<file path="config.mk">
export PLATFORM = sky130hd
export DESIGN_NAME = congestion_report_validator
export DESIGN_NICKNAME = d
export VERILOG_FILES = /design/src/rtl/core/crv_pkg.sv /design/src/rtl/core/crv_front.sv /design/src/rtl/core/crv_item_queue.sv /design/src/rtl/core/crv_back.sv /design/src/rtl/core/congestion_report_validator.sv
export SDC_FILE = /design/constraint.sdc
export NUM_CORES = 1
export LEC_CHECK = 0
export BUFFER_PORTS_ARGS = -buffer_cell sky130_fd_sc_hd__clkbuf_2
export CAP_MARGIN = 20
export CORE_MARGIN = 2
export CORE_UTILIZATION = 30
export CTS_CLUSTER_SIZE = 28
export DETAILED_ROUTE_END_ITERATION = 8
export SKIP_LAST_GASP = 1
export SLEW_MARGIN = 30
export SYNTH_ARGS = -nofsm -noshare
export SYNTH_HDL_FRONTEND = slang
export SYNTH_HIERARCHICAL = 1
export SYNTH_SLANG_ARGS = --single-unit
</file>
<file path="constraint.sdc">
create_clock -name i_clk -period 5.4 [get_ports i_clk]
set_clock_uncertainty 0.1 [all_clocks]
set_input_delay 0.54 -clock i_clk [delete_from_list [all_inputs] [get_ports i_clk]]
set_output_delay 0.54 -clock i_clk [all_outputs]
set_load 0.02 [all_outputs]
</file>
<file path="src/rtl/core/crv_pkg.sv">
`default_nettype none
// ----------------------------------------------------------------------------
// crv_pkg
// Shared constants, codes and types of the congestion report validator.
// ----------------------------------------------------------------------------
package crv_pkg;

    // report bound and counter widths
    localparam int MAX_LINKS = 4096;
    localparam int COUNT_W   = 13;
    localparam logic [COUNT_W-1:0] COUNT_SAT = COUNT_W'(MAX_LINKS + 1);
    localparam logic [COUNT_W-1:0] COUNT_MAX = COUNT_W'(MAX_LINKS);

    // field widths
    localparam int CMD_W      = 2;
    localparam int GEN_W      = 64;
    localparam int WIN_W      = 32;
    localparam int ID_W       = 64;
    localparam int UTIL_W     = 16;
    localparam int RATE_W     = 16;
    localparam int LEVEL_W    = 3;
    localparam int THR_W      = 14;
    localparam int STATUS_W   = 4;
    localparam int CFG_IDX_W  = 3;
    localparam int CFG_DATA_W = 32;

    // limits
    localparam logic [UTIL_W-1:0] UTIL_LIMIT = 16'd10000;
    localparam logic [RATE_W-1:0] RATE_LIMIT = 16'd1000;

    // item kinds
    localparam logic [CMD_W-1:0] CMD_HEADER = 2'd0;
    localparam logic [CMD_W-1:0] CMD_ENTRY  = 2'd1;
    localparam logic [CMD_W-1:0] CMD_END    = 2'd2;

    // congestion levels
    localparam logic [LEVEL_W-1:0] LVL_UNKNOWN  = 3'd0;
    localparam logic [LEVEL_W-1:0] LVL_NONE     = 3'd1;
    localparam logic [LEVEL_W-1:0] LVL_LOW      = 3'd2;
    localparam logic [LEVEL_W-1:0] LVL_MODERATE = 3'd3;
    localparam logic [LEVEL_W-1:0] LVL_HIGH     = 3'd4;
    localparam logic [LEVEL_W-1:0] LVL_SEVERE   = 3'd5;

    // configuration register indexes
    localparam logic [CFG_IDX_W-1:0] CFG_SEVERE     = 3'd0;
    localparam logic [CFG_IDX_W-1:0] CFG_HIGH       = 3'd1;
    localparam logic [CFG_IDX_W-1:0] CFG_MODERATE   = 3'd2;
    localparam logic [CFG_IDX_W-1:0] CFG_LOW        = 3'd3;
    localparam logic [CFG_IDX_W-1:0] CFG_MAX_WINDOW = 3'd4;

    // configuration reset values
    localparam logic [THR_W-1:0] RST_SEVERE     = 14'd9500;
    localparam logic [THR_W-1:0] RST_HIGH       = 14'd8500;
    localparam logic [THR_W-1:0] RST_MODERATE   = 14'd7500;
    localparam logic [THR_W-1:0] RST_LOW        = 14'd6000;
    localparam logic [WIN_W-1:0] RST_MAX_WINDOW = 32'd3600000;

    // item queue between front and back
    localparam int QUEUE_DEPTH = 4;
    localparam int QPTR_W      = 2;
    localparam int QCNT_W      = 3;

    // result queue
    localparam int RES_DEPTH = 2;
    localparam int RPTR_W    = 1;
    localparam int RCNT_W    = 2;

    typedef enum logic [STATUS_W-1:0] {
        ST_OK            = 4'd0,
        ST_GEN_UNSET     = 4'd1,
        ST_TOPO_UNSET    = 4'd2,
        ST_WINDOW_ZERO   = 4'd3,
        ST_WINDOW_LONG   = 4'd4,
        ST_TOO_MANY      = 4'd5,
        ST_ID_UNSET      = 4'd6,
        ST_NOT_ASCENDING = 4'd7,
        ST_UTIL_OVER     = 4'd8,
        ST_COUNTERS_OVER = 4'd9,
        ST_LEVEL_UNKNOWN = 4'd10,
        ST_LEVEL_CONTRA  = 4'd11
    } t_status;

    typedef struct packed {
        logic [CMD_W-1:0]   cmd;
        logic [GEN_W-1:0]   generation;
        logic [GEN_W-1:0]   topo_gen;
        logic [WIN_W-1:0]   window_ms;
        logic [ID_W-1:0]    link_id;
        logic [UTIL_W-1:0]  util_bp;
        logic [RATE_W-1:0]  ecn_rate;
        logic [RATE_W-1:0]  pfc_rate;
        logic [LEVEL_W-1:0] stated_level;
    } t_in_item;

    // classified item: header code or stateless entry code
    typedef struct packed {
        logic [CMD_W-1:0] cmd;
        t_status          code;
        logic [ID_W-1:0]  link_id;
    } t_item;

    typedef struct packed {
        t_status            status;
        logic [COUNT_W-1:0] error_index;
        logic [COUNT_W-1:0] entry_count;
    } t_result;

endpackage
`default_nettype wire

</file>
<file path="src/rtl/core/crv_front.sv">
`default_nettype none
// ----------------------------------------------------------------------------
// crv_front
// Accepts items, holds the configuration registers and classifies each item
// with the checks that need no report state.
// ----------------------------------------------------------------------------
module crv_front (
    input  wire                          i_clk,
    input  wire                          i_rst_n,
    input  wire                          i_cfg_valid,
    input  wire [crv_pkg::CFG_IDX_W-1:0]  i_cfg_index,
    input  wire [crv_pkg::CFG_DATA_W-1:0] i_cfg_data,
    output logic                         o_cfg_ready,
    input  wire                          i_push,
    input  wire                          i_full,
    input  crv_pkg::t_in_item            i_in,
    output logic                         o_wr,
    output crv_pkg::t_item               o_item
);
    import crv_pkg::*;

    logic [THR_W-1:0]   r_severe;
    logic [THR_W-1:0]   r_high;
    logic [THR_W-1:0]   r_moderate;
    logic [THR_W-1:0]   r_low;
    logic [WIN_W-1:0]   r_max_window;
    logic [LEVEL_W-1:0] derived_level;
    t_status            hdr_code;
    t_status            entry_code;
    logic               accept;

    // configuration is always ready
    assign o_cfg_ready = 1'b1;

    // configuration registers
    always_ff @(posedge i_clk) begin
        if (!i_rst_n) begin
            r_severe     <= RST_SEVERE;
            r_high       <= RST_HIGH;
            r_moderate   <= RST_MODERATE;
            r_low        <= RST_LOW;
            r_max_window <= RST_MAX_WINDOW;
        end else if (i_cfg_valid) begin
            unique case (i_cfg_index)
                CFG_SEVERE:     r_severe     <= i_cfg_data[THR_W-1:0];
                CFG_HIGH:       r_high       <= i_cfg_data[THR_W-1:0];
                CFG_MODERATE:   r_moderate   <= i_cfg_data[THR_W-1:0];
                CFG_LOW:        r_low        <= i_cfg_data[THR_W-1:0];
                CFG_MAX_WINDOW: r_max_window <= i_cfg_data[WIN_W-1:0];
                default: ;
            endcase
        end
    end

    // level from the threshold cascade, severe first
    always_comb begin
        priority if (i_in.util_bp >= {2'b00, r_severe})   derived_level = LVL_SEVERE;
        else if (i_in.util_bp >= {2'b00, r_high})         derived_level = LVL_HIGH;
        else if (i_in.util_bp >= {2'b00, r_moderate})     derived_level = LVL_MODERATE;
        else if (i_in.util_bp >= {2'b00, r_low})          derived_level = LVL_LOW;
        else                                              derived_level = LVL_NONE;
    end

    // header checks
    always_comb begin
        priority if (i_in.generation == '0)             hdr_code = ST_GEN_UNSET;
        else if (i_in.topo_gen == '0)                   hdr_code = ST_TOPO_UNSET;
        else if (i_in.window_ms == '0)                  hdr_code = ST_WINDOW_ZERO;
        else if (i_in.window_ms > r_max_window)         hdr_code = ST_WINDOW_LONG;
        else                                            hdr_code = ST_OK;
    end

    // entry checks that do not need the previous id
    always_comb begin
        priority if (i_in.link_id == '0)                entry_code = ST_ID_UNSET;
        else if (i_in.util_bp > UTIL_LIMIT)             entry_code = ST_UTIL_OVER;
        else if (i_in.ecn_rate > RATE_LIMIT ||
                 i_in.pfc_rate > RATE_LIMIT)            entry_code = ST_COUNTERS_OVER;
        else if (i_in.stated_level == LVL_UNKNOWN)      entry_code = ST_LEVEL_UNKNOWN;
        else if (i_in.stated_level != derived_level)    entry_code = ST_LEVEL_CONTRA;
        else                                            entry_code = ST_OK;
    end

    // queue write; unknown item kinds are taken and dropped
    assign accept = i_push && !i_full;

    always_comb begin
        o_item.cmd     = i_in.cmd;
        o_item.link_id = i_in.link_id;
        o_item.code    = ST_OK;
        o_wr           = 1'b0;
        unique case (i_in.cmd)
            CMD_HEADER: begin
                o_item.code = hdr_code;
                o_wr        = accept;
            end
            CMD_ENTRY: begin
                o_item.code = entry_code;
                o_wr        = accept;
            end
            CMD_END: begin
                o_wr = accept;
            end
            default: ;
        endcase
    end

endmodule
`default_nettype wire

</file>
<file path="src/rtl/core/crv_item_queue.sv">
`default_nettype none
// ----------------------------------------------------------------------------
// crv_item_queue
// Short queue of classified items between the front and the back.
// ----------------------------------------------------------------------------
module crv_item_queue (
    input  wire             i_clk,
    input  wire             i_rst_n,
    input  wire             i_wr,
    input  crv_pkg::t_item  i_item,
    output logic            o_full,
    input  wire             i_rd,
    output crv_pkg::t_item  o_item,
    output logic            o_empty
);
    import crv_pkg::*;

    t_item             r_mem [QUEUE_DEPTH];
    logic [QPTR_W-1:0] r_wptr;
    logic [QPTR_W-1:0] r_rptr;
    logic [QCNT_W-1:0] r_count;
    logic [QPTR_W-1:0] n_wptr;
    logic [QPTR_W-1:0] n_rptr;
    logic [QCNT_W-1:0] n_count;

    assign o_full  = (r_count == QCNT_W'(QUEUE_DEPTH));
    assign o_empty = (r_count == '0);
    assign o_item  = r_mem[r_rptr];

    // pointer and fill update
    always_comb begin
        n_wptr  = r_wptr;
        n_rptr  = r_rptr;
        n_count = r_count;
        if (i_wr) begin
            n_wptr = r_wptr + 1'b1;
        end
        if (i_rd) begin
            n_rptr = r_rptr + 1'b1;
        end
        if (i_wr && !i_rd) begin
            n_count = r_count + 1'b1;
        end else if (!i_wr && i_rd) begin
            n_count = r_count - 1'b1;
        end
    end

    always_ff @(posedge i_clk) begin
        if (!i_rst_n) begin
            r_wptr  <= '0;
            r_rptr  <= '0;
            r_count <= '0;
        end else begin
            r_wptr  <= n_wptr;
            r_rptr  <= n_rptr;
            r_count <= n_count;
        end
    end

    // storage
    always_ff @(posedge i_clk) begin
        if (i_wr) begin
            r_mem[r_wptr] <= i_item;
        end
    end

endmodule
`default_nettype wire

</file>
<file path="src/rtl/core/crv_back.sv">
`default_nettype none
// ----------------------------------------------------------------------------
// crv_back
// Keeps the report state, checks id order, captures the first entry error
// and queues one status result for each end of report.
// ----------------------------------------------------------------------------
module crv_back (
    input  wire                         i_clk,
    input  wire                         i_rst_n,
    input  crv_pkg::t_item              i_item,
    input  wire                         i_empty,
    output logic                        o_rd,
    input  wire                         i_pop,
    output logic                        o_empty,
    output crv_pkg::t_result            o_result
);
    import crv_pkg::*;

    t_status             r_hdr_err;
    t_status             r_entry_err;
    logic [COUNT_W-1:0]  r_first_idx;
    logic [COUNT_W-1:0]  r_seen;
    logic [ID_W-1:0]     r_prev_link;
    logic                r_have_prev;
    t_status             n_hdr_err;
    t_status             n_entry_err;
    logic [COUNT_W-1:0]  n_first_idx;
    logic [COUNT_W-1:0]  n_seen;
    logic [ID_W-1:0]     n_prev_link;
    logic                n_have_prev;

    t_result             r_res_mem [RES_DEPTH];
    logic [RPTR_W-1:0]   r_res_wptr;
    logic [RPTR_W-1:0]   r_res_rptr;
    logic [RCNT_W-1:0]   r_res_count;

    t_status             entry_code;
    t_result             result;
    logic                res_full;
    logic                res_push;
    logic                res_pop;

    assign res_full = (r_res_count == RCNT_W'(RES_DEPTH));
    assign res_pop  = i_pop && (r_res_count != '0);
    assign o_empty  = (r_res_count == '0);
    assign o_result = r_res_mem[r_res_rptr];

    // take an item unless it is an end item and the result queue is full
    assign o_rd     = !i_empty && ((i_item.cmd != CMD_END) || !res_full);
    assign res_push = o_rd && (i_item.cmd == CMD_END);

    // id order check, slotted into the entry error priority
    always_comb begin
        priority if (i_item.code == ST_ID_UNSET)                  entry_code = ST_ID_UNSET;
        else if (r_have_prev && !(r_prev_link < i_item.link_id))  entry_code = ST_NOT_ASCENDING;
        else                                                      entry_code = i_item.code;
    end

    // status of the report so far
    always_comb begin
        result.entry_count = r_seen;
        result.error_index = '0;
        priority if (r_hdr_err != ST_OK) begin
            result.status = r_hdr_err;
        end else if (r_seen > COUNT_MAX) begin
            result.status = ST_TOO_MANY;
        end else if (r_entry_err != ST_OK) begin
            result.status      = r_entry_err;
            result.error_index = r_first_idx;
        end else begin
            result.status = ST_OK;
        end
    end

    // report state update
    always_comb begin
        n_hdr_err   = r_hdr_err;
        n_entry_err = r_entry_err;
        n_first_idx = r_first_idx;
        n_seen      = r_seen;
        n_prev_link = r_prev_link;
        n_have_prev = r_have_prev;
        if (o_rd) begin
            unique case (i_item.cmd)
                CMD_HEADER: begin
                    n_hdr_err   = i_item.code;
                    n_entry_err = ST_OK;
                    n_first_idx = '0;
                    n_seen      = '0;
                    n_prev_link = '0;
                    n_have_prev = 1'b0;
                end
                CMD_ENTRY: begin
                    if (r_entry_err == ST_OK && entry_code != ST_OK) begin
                        n_entry_err = entry_code;
                        n_first_idx = r_seen;
                    end
                    n_prev_link = i_item.link_id;
                    n_have_prev = 1'b1;
                    if (r_seen < COUNT_SAT) begin
                        n_seen = r_seen + 1'b1;
                    end
                end
                CMD_END: begin
                    n_hdr_err   = ST_OK;
                    n_entry_err = ST_OK;
                    n_first_idx = '0;
                    n_seen      = '0;
                    n_prev_link = '0;
                    n_have_prev = 1'b0;
                end
                default: ;
            endcase
        end
    end

    always_ff @(posedge i_clk) begin
        if (!i_rst_n) begin
            r_hdr_err   <= ST_OK;
            r_entry_err <= ST_OK;
            r_first_idx <= '0;
            r_seen      <= '0;
            r_prev_link <= '0;
            r_have_prev <= 1'b0;
        end else begin
            r_hdr_err   <= n_hdr_err;
            r_entry_err <= n_entry_err;
            r_first_idx <= n_first_idx;
            r_seen      <= n_seen;
            r_prev_link <= n_prev_link;
            r_have_prev <= n_have_prev;
        end
    end

    // result queue control
    always_ff @(posedge i_clk) begin
        if (!i_rst_n) begin
            r_res_wptr  <= '0;
            r_res_rptr  <= '0;
            r_res_count <= '0;
        end else begin
            if (res_push) begin
                r_res_wptr <= r_res_wptr + 1'b1;
            end
            if (res_pop) begin
                r_res_rptr <= r_res_rptr + 1'b1;
            end
            if (res_push && !res_pop) begin
                r_res_count <= r_res_count + 1'b1;
            end else if (!res_push && res_pop) begin
                r_res_count <= r_res_count - 1'b1;
            end
        end
    end

    // result storage
    always_ff @(posedge i_clk) begin
        if (res_push) begin
            r_res_mem[r_res_wptr] <= result;
        end
    end

endmodule
`default_nettype wire

</file>
<file path="src/rtl/core/congestion_report_validator.sv">
// Path: an end item enters the item queue on its transfer; the back takes it from
// there and writes its status into the result queue. Throughput: one item per
// cycle while full is low; the four-entry item and two-entry result queues let
// input and output stall on their own; full rises once four items wait.
// Reset: synchronous, active low; empties both queues, clears the report state and
// loads the threshold and window registers with their default values.
`default_nettype none
// ----------------------------------------------------------------------------
// congestion_report_validator
// Validates congestion reports (header, link entries, end) and returns one
// status per report.
// ----------------------------------------------------------------------------
module congestion_report_validator (
    input  wire                          i_clk,
    input  wire                          i_rst_n,
    // configuration write channel
    input  wire                          i_cfg_valid,
    output logic                         o_cfg_ready,
    input  wire [crv_pkg::CFG_IDX_W-1:0]  i_cfg_index,
    input  wire [crv_pkg::CFG_DATA_W-1:0] i_cfg_data,
    // item input
    input  wire                          push,
    output logic                         full,
    input  wire [crv_pkg::CMD_W-1:0]      i_cmd,
    input  wire [crv_pkg::GEN_W-1:0]      i_generation,
    input  wire [crv_pkg::GEN_W-1:0]      i_topo_gen,
    input  wire [crv_pkg::WIN_W-1:0]      i_window_ms,
    input  wire [crv_pkg::ID_W-1:0]       i_link_id,
    input  wire [crv_pkg::UTIL_W-1:0]     i_util_bp,
    input  wire [crv_pkg::RATE_W-1:0]     i_ecn_rate,
    input  wire [crv_pkg::RATE_W-1:0]     i_pfc_rate,
    input  wire [crv_pkg::LEVEL_W-1:0]    i_stated_level,
    // result output
    output logic                         empty,
    input  wire                          pop,
    output logic [crv_pkg::STATUS_W-1:0] o_status_code,
    output logic [crv_pkg::COUNT_W-1:0]  o_error_index,
    output logic [crv_pkg::COUNT_W-1:0]  o_entry_count
);
    import crv_pkg::*;

    t_in_item in_item;
    t_item    wr_item;
    t_item    rd_item;
    t_result  result;
    logic     q_wr;
    logic     q_rd;
    logic     q_full;
    logic     q_empty;

    // pack input fields
    always_comb begin
        in_item.cmd          = i_cmd;
        in_item.generation   = i_generation;
        in_item.topo_gen     = i_topo_gen;
        in_item.window_ms    = i_window_ms;
        in_item.link_id      = i_link_id;
        in_item.util_bp      = i_util_bp;
        in_item.ecn_rate     = i_ecn_rate;
        in_item.pfc_rate     = i_pfc_rate;
        in_item.stated_level = i_stated_level;
    end

    assign full = q_full;

    // front: accept and classify
    crv_front u_front (
        .i_clk       (i_clk),
        .i_rst_n     (i_rst_n),
        .i_cfg_valid (i_cfg_valid),
        .i_cfg_index (i_cfg_index),
        .i_cfg_data  (i_cfg_data),
        .o_cfg_ready (o_cfg_ready),
        .i_push      (push),
        .i_full      (q_full),
        .i_in        (in_item),
        .o_wr        (q_wr),
        .o_item      (wr_item)
    );

    // queue between front and back
    crv_item_queue u_queue (
        .i_clk   (i_clk),
        .i_rst_n (i_rst_n),
        .i_wr    (q_wr),
        .i_item  (wr_item),
        .o_full  (q_full),
        .i_rd    (q_rd),
        .o_item  (rd_item),
        .o_empty (q_empty)
    );

    // back: report state and results
    crv_back u_back (
        .i_clk    (i_clk),
        .i_rst_n  (i_rst_n),
        .i_item   (rd_item),
        .i_empty  (q_empty),
        .o_rd     (q_rd),
        .i_pop    (pop),
        .o_empty  (empty),
        .o_result (result)
    );

    assign o_status_code = result.status;
    assign o_error_index = result.error_index;
    assign o_entry_count = result.entry_count;

endmodule
`default_nettype wire

</file>
# == Yosys cells after proc, flatten, opt, wreduce, memory -nomap -nowiden ==
# Memories as Yosys holds them, arrays and structs flattened. A register that Yosys moved wholly into a read port is not among the register bits.
# Cells that the tools add are included.
# Widths: inputs -> output; s select.
# word_totals
register_bits,198
ramBits,340
n_memories,2
# memory_table
name,words,word_bits,rd,rd_clocked_by_memory_dff,wr,line,rtl
u_queue.r_mem,4,70,1,1,1,crv_item_queue.sv:18,t_item r_mem [QUEUE_DEPTH];
u_back.r_res_mem,2,30,1,1,1,crv_back.sv:32,t_result r_res_mem [RES_DEPTH];
# classes
add_sub_neg,9
magnitude_cmp,11
eq_ne,15
n_mux,44
n_reduce_logical,50
# ops
cell,count
$logic_not 64->1,3
$pmux 64 s2,1
$mux 13,5
$ge 16x14->1,4
$lt 64x64->1,1
$mux 4,14
$pmux 13 s2,2
$gt 16x10->1 const B,2
$gt 32x32->1,1
$logic_not 32->1,1
$pmux 4 s2,3
$mux 3,6
$gt 16x14->1 const B,1
$reduce_and 2->1,7
$add 13x1->13 const B,1
$gt 13x13->1 const B,1
$lt 13x13->1 const B,1
$reduce_bool 4->1,3
$logic_and 1x1->1,10
$mux 2,5
$reduce_bool 2->1,5
$logic_not 3->1,3
$logic_not 1->1,8
$mux 1,7
21 further kinds,34

# == Depth between registers and ports, before layout ==
# Gate-level depths: netlist of run 1.
# logic_depth
word_depth,12
ltp_mapped,14

# == Modules after synthesis ==
# The synthesis of run 1 kept the hierarchy.
# modules_own_cells
module,instances,cells_per_inst,area_each_um2,seq_area_each_um2
crv_item_queue,1,409,10620.2,8588.2
crv_back,1,732,7823.8,3883.7
crv_front,1,843,6592.6,1761.7

# == Worst setup path after synthesis of run 1 ==
# OpenSTA, ideal clock, no wires.
# synth_path
path_kind,register to register
from,reg with a tool-made name
to,mem u_back/r_res_mem[0][0] in the netlist's numbering (enable)
setup_ns,0.422
arrival_time_ns,3.224
t_required_ns,4.878
slack_ns,1.654
stages_incl_launch_ff,9
period_less_slack_ns,3.746
cell_sequence,dfxtp_1 -> buf_6 -> buf_12 -> mux4_2 -> nor2b_1 -> a21o_1 -> inv_1 -> and2_1 -> nor2b_1
# synth_lines
element,line
end: declaration,crv_back.sv:32

==> results_dict.tcl, run 1 <==
set metrics [dict create \
    outcome "complete, no violations" \
    fp.dieArea_mm2 0.0858 \
    die_w_um 293 \
    rsz0062_at_grt "false" \
    max_slew.worst_pin.slew_ps 892 \
    rr_endpoint "u_back/r_entry_err[3]" \
    final.min_clock_period_ps 4430 \
    wirelength_mm 66.4 \
    synth_area_per_cell_um2 12.6 \
    ir_worst_vdd_mv 0.306 \
    critPathKind "flop to flop" \
    p_leak_nw 11.3 \
    yosysSeqAreaShare_pct 56.9 \
    final_common_cell "clkbuf_2" \
    synth_area_mm2 0.0250 \
    cts.clk_slew.worst_paths_ps 60 \
    first_global_vias 17300 \
    drtAntennaViolNets 0 \
    slew_headroom_pct 40.5 \
    drt_first_iter_violations 1027 \
    synth.distinct_cells 77 \
    vias_per_cell 4.88 \
    port_buffers 348 \
    synth_ff_type "edfxtp_1" \
    htreeDepth 2 \
    cts_sinks 541 \
    grt_pass1_wl_mm 102 \
    avgRoutedWirePerCell_um 19.4 \
    ios 350 \
    synthCells 1984 \
    cts_buffer_depth 3 \
    crit_path_start_kind "flop" \
    vias 16700 \
    gp_congestion 0.965 \
    hold_path_class "primary input to flop" \
    core_mm2 0.0824 \
    worstPathRequired_ps 5870 \
    hold_viol 0 \
    syn_nets 2461 \
    dr.pass1.iters 5 \
    rows 105 \
    postLayoutCellArea_mm2 0.0297 \
    tritoncts.num_buffers 58 \
    r2r_slack_ps 970 \
    synth_edf_count 340 \
    crit_arrival_ps 4910 \
    p_per_area_mw_per_mm2 414 \
    setup_tns_ps 0 \
    fmax_mhz 226 \
    cp_max_fo 22 \
    worst_setup_path_end_kind "flop" \
    drive_above_1_share_pct 25.7 \
    die_y_um 293 \
    initial_core_util_pct 30.4 \
    placed_cell_area_mm2 0.0274 \
    drc 0 \
    fin_crit_sh_pct 82.1 \
    detailed_place_hpwl_mm 48.1 \
    overflow 0 \
    cts_root_buffer "clkbuf_16" \
    synthArstFlopShare_pct 0 \
    final_nets 2768 \
    synth-seq-cells 541 \
    cts_tree "built" \
    antenna_found_initial 18 \
    finalSetupViolCount 0 \
    ys_warn_count 6 \
    final_cell_mix "clkbuf_2 (347), edfxtp_1 (340), dfxtp_1 (199), nand2_1 (188), inv_1 (160)" \
    final_max_slew_viol_count 0 \
    grt_max_degree 93 \
    clock_latency_ps 630 \
    drv_cap 0 \
    critPathCapture "u_back/r_entry_err[3]" \
    grtUsageTotal_pct 15.2 \
    syn_to_final_growth_pct 18.4 \
    reg2regPathDepth 12 \
]
worst max-delay path: stages (launching register included):
cell      delay (ps)
dfxtp_4          680
buf_4            460
mux4_2           570
inv_1             80
ha_1             150
nand2_1          110
nor4_2           380
nand3_1          240
or4_4            540
a31oi_2          220
a311oi_2         130
a21oi_4          430
a32o_2           250
routing by layer:
layer	global-route usage (%)	vias up	share of wire, %
li1	-	7935	-
met5	0	-	0.22
met1	19.4	8183	43
met4	4.80	24	2.9
met3	4.11	129	6.7
met2	25.2	417	47
final cells by class:
cell class	instances	area [um^2]
Clock buffer	75	1570
Clock inverter	35	495
Multi-Input combinational cell	1145	9310
Inverter	160	601
Antenna cell	6	15.0
Timing Repair Buffer	385	2080
Tap cell	1070	1340
Sequential cell	541	14200
Fill cell	7883	52700
per-stage QoR:
| stage | util, % | hold slack (ps) | power (mW) | setup slack [ps] | std cells |
|---|---|---|---|---|---|
| 5_1_grt | 36.0 | 18.1 | 12.9 | 610 | 3413 |
| 2_1_floorplan | - | 332 | 7.32 | 1650 | 1984 |
| 3_3_place_gp | 33.3 | 353 | 8.10 | 1060 | 3288 |
| 4_1_cts | 36.0 | 1.38 | 12.5 | 873 | 3411 |
| 6_report | 36.0 | 36.1 | 12.3 | 968 | 3417 |
| 3_5_place_dp | 33.3 | 355 | 8.19 | 953 | 3288 |
sequential cells by signal (all words and copies together) (netlist names), named ones only:
| signal | cells |
|---|---|
| u_back/r_entry_err | 4 |
| u_back/r_first_idx | 13 |
| u_back/r_have_prev | 1 |
| u_back/r_hdr_err | 4 |
| u_back/r_prev_link | 64 |
| u_back/r_res_count | 2 |
| u_back/r_res_mem | 60 |
| u_back/r_res_rptr | 1 |
| u_back/r_res_wptr | 1 |
| u_back/r_seen | 13 |
| u_front/r_high | 14 |
| u_front/r_low | 14 |
| u_front/r_max_window | 32 |
| u_front/r_moderate | 14 |
| u_front/r_severe | 14 |
| u_queue/r_count | 3 |
| u_queue/r_mem | 280 |
| u_queue/r_rptr | 2 |
| u_queue/r_wptr | 2 |
power by group:
part           internal, mW  leakage (nW)  total, mW  switching, mW
Combinational          1.28          5.62       3.01           1.74
Sequential             4.82          4.71       5.06          0.247
Clock                  2.50         0.993       4.21           1.71
cell usage after synthesis (23+ instances only):
library cell / n / share of area [%]
a21oi_1: 44 / 0.88
ha_1: 159 / 7.9
nand2_1: 188 / 2.8
and2_1: 30 / 0.75
inv_1: 160 / 2.4
nor2b_1: 76 / 1.9
nor2_1: 49 / 0.73
nor4_1: 68 / 1.7
mux2_2: 30 / 1.3
a21boi_0: 57 / 1.7
nand4_1: 31 / 0.77
o21ai_0: 34 / 0.68
a21o_1: 23 / 0.69
mux4_2: 70 / 6.3
edfxtp_1: 340 / 41
a22oi_1: 66 / 2.0
clkbuf_1: 47 / 0.70
o211ai_1: 41 / 1.2
dfxtp_1: 201 / 16
buf_4: 67 / 2.0
how the worst min path moves through the flow:
stage / startpoint / end / cells after the start
detailed placement: u_back/r_first_idx[6] / u_back/r_first_idx[6] / 1
CTS: i_link_id[22] / u_queue/r_mem[1][22] / 1
global route: i_link_id[0] / u_queue/r_mem[2][0] / 1
floorplan: u_back/r_entry_err[2] / u_back/r_entry_err[2] / 2
global placement: u_front/r_moderate[4] / u_front/r_moderate[4] / 2
finish: i_link_id[48] / u_queue/r_mem[1][48] / 1
cells by family (layout without fill, tap and decap cells):
| family | count (synthesis) | in the layout | synth area share, % |
|---|---|---|---|
| and+or+nand+nor | 517 | 517 | 10.6 |
| AOI/OAI and AO/OA | 346 | 346 | 10.0 |
| other | 1 | 7 | 0.0150 |
| xor gates and xnor gates | 18 | 18 | 0.630 |
| muxes | 103 | 103 | 7.77 |
| adders and majority gates | 160 | 160 | 8.03 |
| DFF | 541 | 541 | 56.9 |
| buffers and inverters | 298 | 655 | 6.05 |
repair_timing:
item                                   in CTS  in global routing
hold buffers                               13                  0
resized for setup                           0                  0
endpoints found under the hold margin      34                  0
buffers inserted                            0                  0
Note: power is estimated with default switching activity, not from simulation.
==> inputs of run 2 (changes only) <==
--- a/config.mk
+++ b/config.mk
@@ -5,6 +5,7 @@
 export SDC_FILE = /design/constraint.sdc
 export NUM_CORES = 1
 export LEC_CHECK = 0
+export ABC_AREA = 1
 export BUFFER_PORTS_ARGS = -buffer_cell sky130_fd_sc_hd__clkbuf_2
 export CAP_MARGIN = 20
 export CORE_MARGIN = 2
==> constraint.sdc (replaced) <==
create_clock -name i_clk -period 3.7 [get_ports i_clk]
set_clock_uncertainty 0.1 [all_clocks]
set_input_delay 0.37 -clock i_clk [delete_from_list [all_inputs] [get_ports i_clk]]
set_output_delay 0.37 -clock i_clk [all_outputs]
set_load 0.02 [all_outputs]
==> run 2 against run 1 <==
Synthesized area grew 4.3%. Critical path depth increased by 9. Flip-flop and latch count did not move. Critical path type unchanged. Highest routed layer unchanged. Core utilization rose by 0.87 points. Non-clock buffer count grew 103. Largest power group is now combinational logic.
==> results_dict.tcl, run 2 <==
set metrics [dict create \
    final_cell_mix "nand2_1 (359), clkbuf_2 (347), edfxtp_1 (340), inv_1 (259), a21oi_1 (215)" \
    slew_headroom_pct 38.9 \
    cts.clk_slew.worst_paths_ps 60 \
    ir_worst_vdd_mv 0.530 \
    crit_path_start_kind "flop" \
    synth_xor_area_share_pct 0.0335 \
    synth_compound_area_share_pct 13.5 \
    r2r_slack_ps 280 \
    fmax_mhz 293 \
    muxShareOfSynthArea_pct 1.29 \
    place_inst 3947 \
    synthTopCellsByArea "edfxtp_1 (39%), dfxtp_1 (15%), ha_1 (7.6%)" \
    worst_setup_path_end_kind "flop" \
    fillers 8596 \
    yosys.area_share.simple_pct 15.0 \
    synth_edf_count 340 \
    final_cells 4158 \
    dr.pass1.iters 5 \
    hold_path_class "primary input to flop" \
    setup_ws_ps 284 \
    regMostFlops "u_queue/r_mem" \
    core_mm2 0.0865 \
    largest_reg_flops 280 \
    crit_arrival_ps 3890 \
    die_y_um 299 \
    drtAntennaViolNets 0 \
    cp_max_fo 42 \
    worstPathRequired_ps 4170 \
    critPathCapture "u_back/r_first_idx[5]" \
    drc 0 \
    gp_congestion 0.822 \
    outcome "complete, no violations" \
    drt_first_iter_violations 1131 \
    drive_above_1_share_pct 22.6 \
    syn_to_final_growth_pct 22.1 \
    grtUsageTotal_pct 14.9 \
    vias 19400 \
    cts_tree "built" \
    cts_sinks 541 \
    grt_pass1_wl_mm 106 \
    htreeDepth 2 \
    final_nets 3424 \
    synthTopCellsByCount "nand2_1 (359), edfxtp_1 (340), inv_1 (264)" \
    yosysSeqAreaShare_pct 54.5 \
    antenna_found_initial 4 \
    port_buffers 348 \
    first_global_vias 19100 \
    synth_top_area_share_pct 39.1 \
    rr_endpoint "u_back/r_first_idx[5]" \
    post-synth-top-count-cell "nand2_1" \
    rows 108 \
    synthAdderAreaFrac_pct 7.69 \
    final_common_cell "nand2_1" \
    synth_area_mm2 0.0261 \
    reg2regPathDepth 21 \
    max_slew.worst_pin.slew_ps 917 \
    ys_warn_count 6 \
    synth_ff_type "edfxtp_1" \
    dp_slack_ps 234 \
    fp.dieArea_mm2 0.0894 \
    setup_tns_ps 0 \
    postCtsSetupRepairBufs 0 \
    synth_top_family_by_area "simple AND/OR/NAND/NOR gates" \
    finalSetupViolCount 0 \
    final_max_slew_viol_count 0 \
    wirelength_mm 69.0 \
    synthCells 2565 \
    vias_per_cell 4.66 \
    critPathKind "flop to flop" \
    synth_top_cell_by_area "edfxtp_1" \
    reg_top3 "u_queue/r_mem: 280 flops, u_back/r_prev_link: 64 flops, u_back/r_res_mem: 60 flops" \
    cts_buffer_depth 3 \
    synth_area_per_cell_um2 10.2 \
    p_per_area_mw_per_mm2 679 \
    die_w_um 299 \
    clock_latency_ps 640 \
    cts_root_buffer "clkbuf_16" \
    grt_max_degree 97 \
    drv_cap 0 \
    multi_input_area_mm2 0.00981 \
    overflow 0 \
    final.min_clock_period_ps 3420 \
    fin_crit_sh_pct 92.3 \
    synth-seq-cells 541 \
    hold_viol 0 \
    syn_nets 3042 \
    synth.distinct_cells 53 \
    tritoncts.num_buffers 61 \
    rsz0062_at_grt "false" \
    detailed_place_hpwl_mm 46.4 \
    synthArstFlopShare_pct 0 \
    avgRoutedWirePerCell_um 16.6 \
    ios 350 \
    initial_core_util_pct 30.2 \
    seq_area_mm2 0.0142 \
    p_leak_nw 12.8 \
]
run 2: cell count changes after synthesis, sizes merged, moves of 32 or more:
cell and delta:
o21ai +202, nand2 +183, and2 -32, nor2 +183, a22oi -67, inv +110, a21oi +183, o22ai +73
nor2b -76, mux4 -70, a21boi -57
run 2: per-layer routing:
metal / track usage (%) / vias to the layer above / part of all wire [%]
met2: 25.0 / 447 / 47
li1: - / 9679 / -
met3: 2.70 / 96 / 5.1
met5: 0 / - / 0.023
met1: 19.6 / 9154 / 45
met4: 4.42 / 2 / 2.6
run 2: metrics by stage:
stage	utilization, %	area [um^2]	hold slack, ps	power, mW
after detailed placement	33.3	28800	323	15.4
after CTS	36.7	31800	1.02	21.8
after floorplan	-	26100	312	13.4
after global routing	36.9	31900	39.7	23.2
final	36.9	31900	31.0	21.6
after global placement	33.3	28800	330	15.3
run 2: cells by family (layout without fill, tap and decap cells):
kind of cell | Yosys count | count (layout)
flip-flops | 541 | 541
AO/OA/AOI/OAI | 595 | 595
multiplexers | 30 | 30
adder cells (fa/ha/maj) | 160 | 160
AND/OR/NAND/NOR | 796 | 796
XOR/XNOR | 1 | 1
other | 1 | 5
buffers and inverters | 441 | 875
run 2: worst min-delay path by stage:
stage | from | to | slack, ps | depth (start not counted)
after global routing | i_cfg_data[1] | u_front/r_high[1] | 40 | 3
final | i_cfg_data[5] | u_front/r_high[5] | 30 | 3
after detailed placement | u_queue/r_rptr[1] | flop | 320 | 1
after floorplan | u_queue/r_rptr[1] | flop | 310 | 1
after global placement | u_queue/r_rptr[1] | flop | 330 | 1
after CTS | pop | u_back/r_res_rptr | 1 | 4
run 2: where the power goes:
part | switching (mW) | internal (mW) | leakage (nW)
sequential | 0.366 | 7.33 | 4.73
combinational | 5.03 | 2.74 | 7.05
clock | 2.56 | 3.60 | 1.00
total | 7.95 | 13.7 | 12.8
run 2: layout make-up:
class                           count  area share [%]
Inverter                          272            3.24
Clock inverter                     31            1.15
Clock buffer                       84            5.37
Antenna cell                        4          0.0314
Timing Repair Buffer              488            10.2
Tap cell                         1155            4.53
Sequential cell                   541            44.7
Multi-Input combinational cell   1583            30.8
run 2: repair_timing:
item | in CTS | in global routing
gates resized for setup | 0 | 6
hold endpoints to repair | 294 | 0
hold buffers | 90 | 0
setup endpoints to repair | 0 | 17
run 2: worst max-delay path, cell delays in order (launching register included):
cell and delay [ps]:
dfxtp_4 390, inv_6 140, buf_16 300, o21ai_0 160, o22ai_2 140, inv_1 60
ha_1 290, nand2_1 80, o21ai_0 220, a21oi_1 100, nand2_1 110, nand2_1 50
nand2_1 130, nand2_1 90, nand2_2 120, nand2_2 80, nand2_1 70, nand2_2 70
nand2_4 180, buf_4 160, nand4_1 90, a21oi_2 150
